==> src/rtl/cmm_pkg.sv <==
`default_nettype none

package cmm_pkg;

	localparam int MAX_SIZE = 8;
	localparam int DEPTH    = MAX_SIZE * MAX_SIZE;
	localparam int ADDR_W   = $clog2(DEPTH);
	localparam int CNT_W    = ADDR_W + 1;
	localparam int SIZE_W   = 4;
	localparam int IDX_W    = 3;
	localparam int DATA_W   = 16;
	localparam int WORD_W   = 2 * DATA_W;
	localparam int PROD_W   = 2 * DATA_W;
	localparam int RES_W    = 36;

	typedef logic [ADDR_W-1:0] addr_t;
	typedef logic [CNT_W-1:0]  cnt_t;
	typedef logic [SIZE_W-1:0] size_t;
	typedef logic [IDX_W-1:0]  idx_t;
	typedef logic signed [PROD_W-1:0] prod_t;
	typedef logic signed [RES_W-1:0]  res_t;

	typedef struct packed {
		logic signed [DATA_W-1:0] a_real;
		logic signed [DATA_W-1:0] a_imag;
		logic signed [DATA_W-1:0] b_real;
		logic signed [DATA_W-1:0] b_imag;
	} in_word_t;

	typedef struct packed {
		idx_t row_index;
		idx_t col_index;
		res_t r_real;
		res_t r_imag;
		logic last;
	} out_word_t;

	typedef enum logic [1:0] {
		ST_LOAD,
		ST_WAIT,
		ST_ISSUE
	} state_t;

	typedef struct packed {
		logic  wr_en;
		addr_t wr_addr;
		logic  rd_en;
		addr_t a_addr;
		addr_t b_addr;
		logic  first;
		logic  fin;
		idx_t  row;
		idx_t  col;
		logic  last;
	} cmd_t;

	typedef struct packed {
		logic pipe_empty;
		logic out_full;
	} sts_t;

endpackage

`default_nettype wire

==> src/rtl/cmm_ctrl.sv <==
`default_nettype none

module cmm_ctrl (
	input  wire logic            clk,
	input  wire logic            arst_n,
	input  wire logic            cfg_we,
	input  wire cmm_pkg::size_t  cfg_data,
	input  wire logic            in_valid,
	output logic                 in_stall,
	input  wire cmm_pkg::sts_t   sts,
	output cmm_pkg::cmd_t        cmd
);

	cmm_pkg::state_t state_q, state_nx;
	cmm_pkg::size_t  size_q;
	cmm_pkg::size_t  n_act;
	cmm_pkg::idx_t   nm1;
	cmm_pkg::cnt_t   total;
	cmm_pkg::cnt_t   cnt_q, cnt_inc;
	cmm_pkg::idx_t   i_q, j_q, t_q;
	logic            in_acc, load_done, el_fin, el_last;

	always_comb begin
		if (size_q == '0) begin
			n_act = cmm_pkg::size_t'(1);
		end else if (size_q > cmm_pkg::size_t'(cmm_pkg::MAX_SIZE)) begin
			n_act = cmm_pkg::size_t'(cmm_pkg::MAX_SIZE);
		end else begin
			n_act = size_q;
		end
	end

	assign nm1       = cmm_pkg::idx_t'(n_act - cmm_pkg::size_t'(1));
	assign total     = cmm_pkg::cnt_t'(cmm_pkg::cnt_t'(n_act) * cmm_pkg::cnt_t'(n_act));
	assign cnt_inc   = cnt_q + cmm_pkg::cnt_t'(1);
	assign in_stall  = (state_q != cmm_pkg::ST_LOAD);
	assign in_acc    = in_valid && !in_stall;
	assign load_done = in_acc && (cnt_inc >= total);
	assign el_fin    = (t_q == nm1);
	assign el_last   = (i_q == nm1) && (j_q == nm1);

	always_ff @(posedge clk or negedge arst_n) begin
		if (!arst_n) begin
			state_q <= cmm_pkg::ST_LOAD;
		end else begin
			state_q <= state_nx;
		end
	end

	always_comb begin
		state_nx    = state_q;
		cmd.wr_en   = in_acc;
		cmd.wr_addr = cnt_q[cmm_pkg::ADDR_W-1:0];
		cmd.rd_en   = 1'b0;
		cmd.a_addr  = cmm_pkg::addr_t'(cmm_pkg::cnt_t'(i_q) * cmm_pkg::cnt_t'(n_act)
			+ cmm_pkg::cnt_t'(t_q));
		cmd.b_addr  = cmm_pkg::addr_t'(cmm_pkg::cnt_t'(t_q) * cmm_pkg::cnt_t'(n_act)
			+ cmm_pkg::cnt_t'(j_q));
		cmd.first   = (t_q == '0);
		cmd.fin     = el_fin;
		cmd.row     = i_q;
		cmd.col     = j_q;
		cmd.last    = el_last;
		unique case (state_q)
			cmm_pkg::ST_LOAD: begin
				if (load_done) begin
					state_nx = cmm_pkg::ST_WAIT;
				end
			end
			cmm_pkg::ST_WAIT: begin
				if (sts.pipe_empty && !sts.out_full) begin
					state_nx = cmm_pkg::ST_ISSUE;
				end
			end
			cmm_pkg::ST_ISSUE: begin
				cmd.rd_en = 1'b1;
				if (el_fin) begin
					state_nx = el_last ? cmm_pkg::ST_LOAD : cmm_pkg::ST_WAIT;
				end
			end
			default: begin
				state_nx = cmm_pkg::ST_LOAD;
			end
		endcase
	end

	always_ff @(posedge clk or negedge arst_n) begin
		if (!arst_n) begin
			size_q <= cmm_pkg::size_t'(cmm_pkg::MAX_SIZE);
			cnt_q  <= '0;
			i_q    <= '0;
			j_q    <= '0;
			t_q    <= '0;
		end else begin
			if (cfg_we) begin
				size_q <= cfg_data;
			end
			if (load_done) begin
				cnt_q <= '0;
			end else if (in_acc) begin
				cnt_q <= cnt_inc;
			end
			if (state_q == cmm_pkg::ST_ISSUE) begin
				if (el_fin) begin
					t_q <= '0;
					if (j_q == nm1) begin
						j_q <= '0;
						i_q <= (i_q == nm1) ? '0 : i_q + cmm_pkg::idx_t'(1);
					end else begin
						j_q <= j_q + cmm_pkg::idx_t'(1);
					end
				end else begin
					t_q <= t_q + cmm_pkg::idx_t'(1);
				end
			end
		end
	end

endmodule

`default_nettype wire

==> config.mk <==
export PLATFORM = sky130hd
export DESIGN_NAME = cmm_ctrl
export DESIGN_NICKNAME = d
export VERILOG_FILES = /design/src/rtl/cmm_pkg.sv /design/src/rtl/cmm_ctrl.sv
export SDC_FILE = /design/constraint.sdc
export NUM_CORES = 1
export LEC_CHECK = 0
export ABC_AREA = 1
export BUFFER_PORTS_ARGS = -buffer_cell sky130_fd_sc_hd__buf_2
export CAP_MARGIN = 20
export CORE_ASPECT_RATIO = 1.2
export CORE_MARGIN = 5
export CORE_UTILIZATION = 45
export DETAILED_ROUTE_END_ITERATION = 8
export PLACE_DENSITY = 0.78
export SETUP_SLACK_MARGIN = 0.2
export SLEW_MARGIN = 20
export SYNTH_ARGS = -nofsm -noshare
export SYNTH_HDL_FRONTEND = slang
export SYNTH_SLANG_ARGS = --single-unit
==> constraint.sdc <==
create_clock -name clk -period 4.4 [get_ports clk]
set_input_delay 0.66 -clock clk [delete_from_list [all_inputs] [get_ports clk]]
set_output_delay 0.66 -clock clk [all_outputs]
set_load 0.1 [all_outputs]
==> key figures <==
Status
  • Status: finished, final reports clean

Detailed routing
  • WL/cell: 12.2 um
  • Via density: 5.04
  • Routed vias: 2,179
  • Post-Route WL: 5260 um
  • Detailed Routing Iterations Pass 1: 4
  • Final antenna-violating net count: 0
  • Drt first-iter violations: 103
  • Drc violations: 0

CTS
  • Sink count of the clock tree: 22
  • Worst-skew pair later-pin latency: 0.27 ns
  • Htree depth: 1
  • CTS Buf Count: 3
  • Clock transition at the registers of the reported paths: 0.09 ns
  • Root Driver: clkbuf_8
  • Longest Clk Path Bufs: 2
  • # hold bufs at CTS: 0
  • CTS tree: built

Placement
  • Number of I/O port buffers: 39
  • DP HPWL: 4360 um
  • Post-DP Area: 2780 um^2
  • Routability congestion estimate: 0.872
  • Cell count after placement: 423

Floorplan
  • Die Y: 91.1 um
  • Total core area: 5300 um^2
  • IO Count: 40
  • Initial Util: 46.6%
  • # rows: 29
  • Die area: 7070 um^2
  • Die X: 77.6 um

STA
  • Tmin final: 4.08 ns
  • Period utilization: between 90% and 100%
  • Hold WS: 0.348 ns
  • Post-route clock skew: 0.00314 ns
  • Final Slew Violations: 0
  • Fmax: between 200 and 250 MHz
  • # setup viols final: 0
  • Max-slew headroom: 66.0%
  • RSZ-0062 raised after global routing: true
  • Slew at the pin closest to its max-slew limit: between 0.5 and 0.6 ns
  • Setup TNS: 0 ns
  • Hold Vio Cnt, Final: 0

Global route
  • Total grt overflow: 0
  • Largest net degree at the start of global routing: 23
  • Initial antenna violation count: 0
  • Total track usage: between 10% and 20%
  • Global-route wire length before repair: between 9000 and 10,000 um
  • Vias in the first global route: approximately 2,100

Run
  • MaxCap Viol Count: 0

Layout
  • Share of post-route cells with drive strength above 1: a little over a fifth
  • Commonest non-fill, non-tap cells in the layout: 92 x nand2_1, 50 x inv_1, 39 x ha_1
  • Commonest non-fill, non-tap cell in the layout: nand2_1
  • Post-layout net count: 428
  • Area Growth Syn to Fin: 18.5%
  • Antenna diode count: 0
  • Fin area: 2920 um^2
  • Final cell count without fillers: approximately 430

Synthesis
  • Cell Area, Synth: 2470 um^2
  • Avg Inst Size Synth: roughly 7.5 um^2
  • Yosys reg bits: 22
  • Sequential share of the synthesized area: between 20% and 30%
  • Synth warn: 0
  • Unique masters post-synth: 31
  • Syn Inst Count: between 300 and 400

Worst setup path
  • Critical path peak fanout: 6
  • Startpoint types: flip-flop
  • Crit Path Category: flip-flop to primary output
  • CP required: 3.74 ns
  • Worst Reg-to-Reg Cells: 15
  • CP endpoint kind: primary output
  • Worst path arrival time: between 3 and 4 ns

Hold path
  • Hold crit path type: input port to asynchronous set/reset pin
==> sequential cells by signal (all words and copies together) (netlist names) <==
signal,cells
i_q,3
t_q,3
size_q,4
cnt_q,7
j_q,3
state_q,2
==> what timing repair did <==
action                                  CTS  global route
resized for setup                         6             4
pin swaps                                 1             6
setup buffers                             0             5
endpoints found under the setup margin    4             4
==> cell usage after synthesis (all sizes together) <==
library cell	n	share of area (%)
ha	39	20
xnor2	1	0.36
fa	8	6.5
dfrtp	21	21
o21a	1	0.30
nand2	99	16
clkinv	1	0.15
a31oi	1	0.25
nor2	25	4.6
mux2	1	0.46
inv	53	8.3
nand3b	3	0.91
clkbuf	1	0.15
nor3	1	0.20
nand4	2	0.51
conb	1	0.15
nand3	28	5.9
buf	10	3.2
o21ai	8	1.6
a21oi	8	1.6
dfstp	1	1.1
xor2	18	6.4
==> cells by family after synthesis <==
| group | after synthesis | synth area share (%) |
|---|---|---|
| AO/OA/AOI/OAI | 18 | 3.80 |
| buffers and inverters | 65 | 11.8 |
| other | 1 | 0.152 |
| flip-flops | 22 | 22.4 |
| AND/OR/NAND/NOR | 158 | 28.4 |
| multiplexers | 1 | 0.456 |
| adder cells (fa/ha/maj) | 47 | 26.3 |
| XOR/XNOR | 19 | 6.74 |
==> per-layer routing <==
layer  part of all wire (%)  up-vias  track usage [%]
li1                       -     1102                -
met1                     40      999             17.8
met2                     52       61             26.5
met3                    4.0       17             2.38
met4                    3.6        0             8.74
met5                      0        -                0
==> through the flow <==
| step | setup WS [ns] | util, % |
|---|---|---|
| after floorplan | -0.0938 | - |
| after global placement | 0.319 | 52.5 |
| after detailed placement | 0.249 | 52.5 |
| after CTS | 0.214 | 54.1 |
| after global routing | 0.157 | 55.2 |
| final | 0.324 | 55.2 |
==> area by class of cell <==
| type | instances | area (um^2) |
|---|---|---|
| fill | 504 | 2370 |
| multi-input combinational | 245 | 1740 |
| sequential | 22 | 553 |
| timing repair buffer | 45 | 270 |
| inverter | 54 | 210 |
| tap | 62 | 77.6 |
| clock buffer | 3 | 41.3 |
| clock inverter | 1 | 30.0 |
==> final timing paths <==
path	end	slack, ns	from
min in group clk	cnt_q[6]$_DFFE_PN0P_	0.52	cnt_q[6]$_DFFE_PN0P_
max in group asynchronous	size_q[2]$_DFFE_PN0P_	3.68	arst_n
setup reg to reg	cnt_q[0]$_DFFE_PN0P_	1.70	size_q[3]$_DFFE_PN1P_
hold / removal	cnt_q[4]$_DFFE_PN0P_	0.35	arst_n
hold reg to reg	cnt_q[6]$_DFFE_PN0P_	0.52	cnt_q[6]$_DFFE_PN0P_
setup / recovery	cmd[20]	0.32	size_q[2]$_DFFE_PN0P_
==> critical path, cell delays in order, from the launching register on <==
cell and delay [ns]:
dfrtp_2 0.45, o21ai_2 0.19, nand2_2 0.13, inv_4 0.10, nand2_1 0.07, fa_1 0.47
fa_1 0.52, inv_1 0.07, fa_2 0.42, nand2_1 0.07, nand2_1 0.08, a21oi_4 0.21
xor2_4 0.18, buf_12 0.19
Power is not shown: default switching activity piles up to over one toggle a cycle in this logic, so the estimate is an artifact.
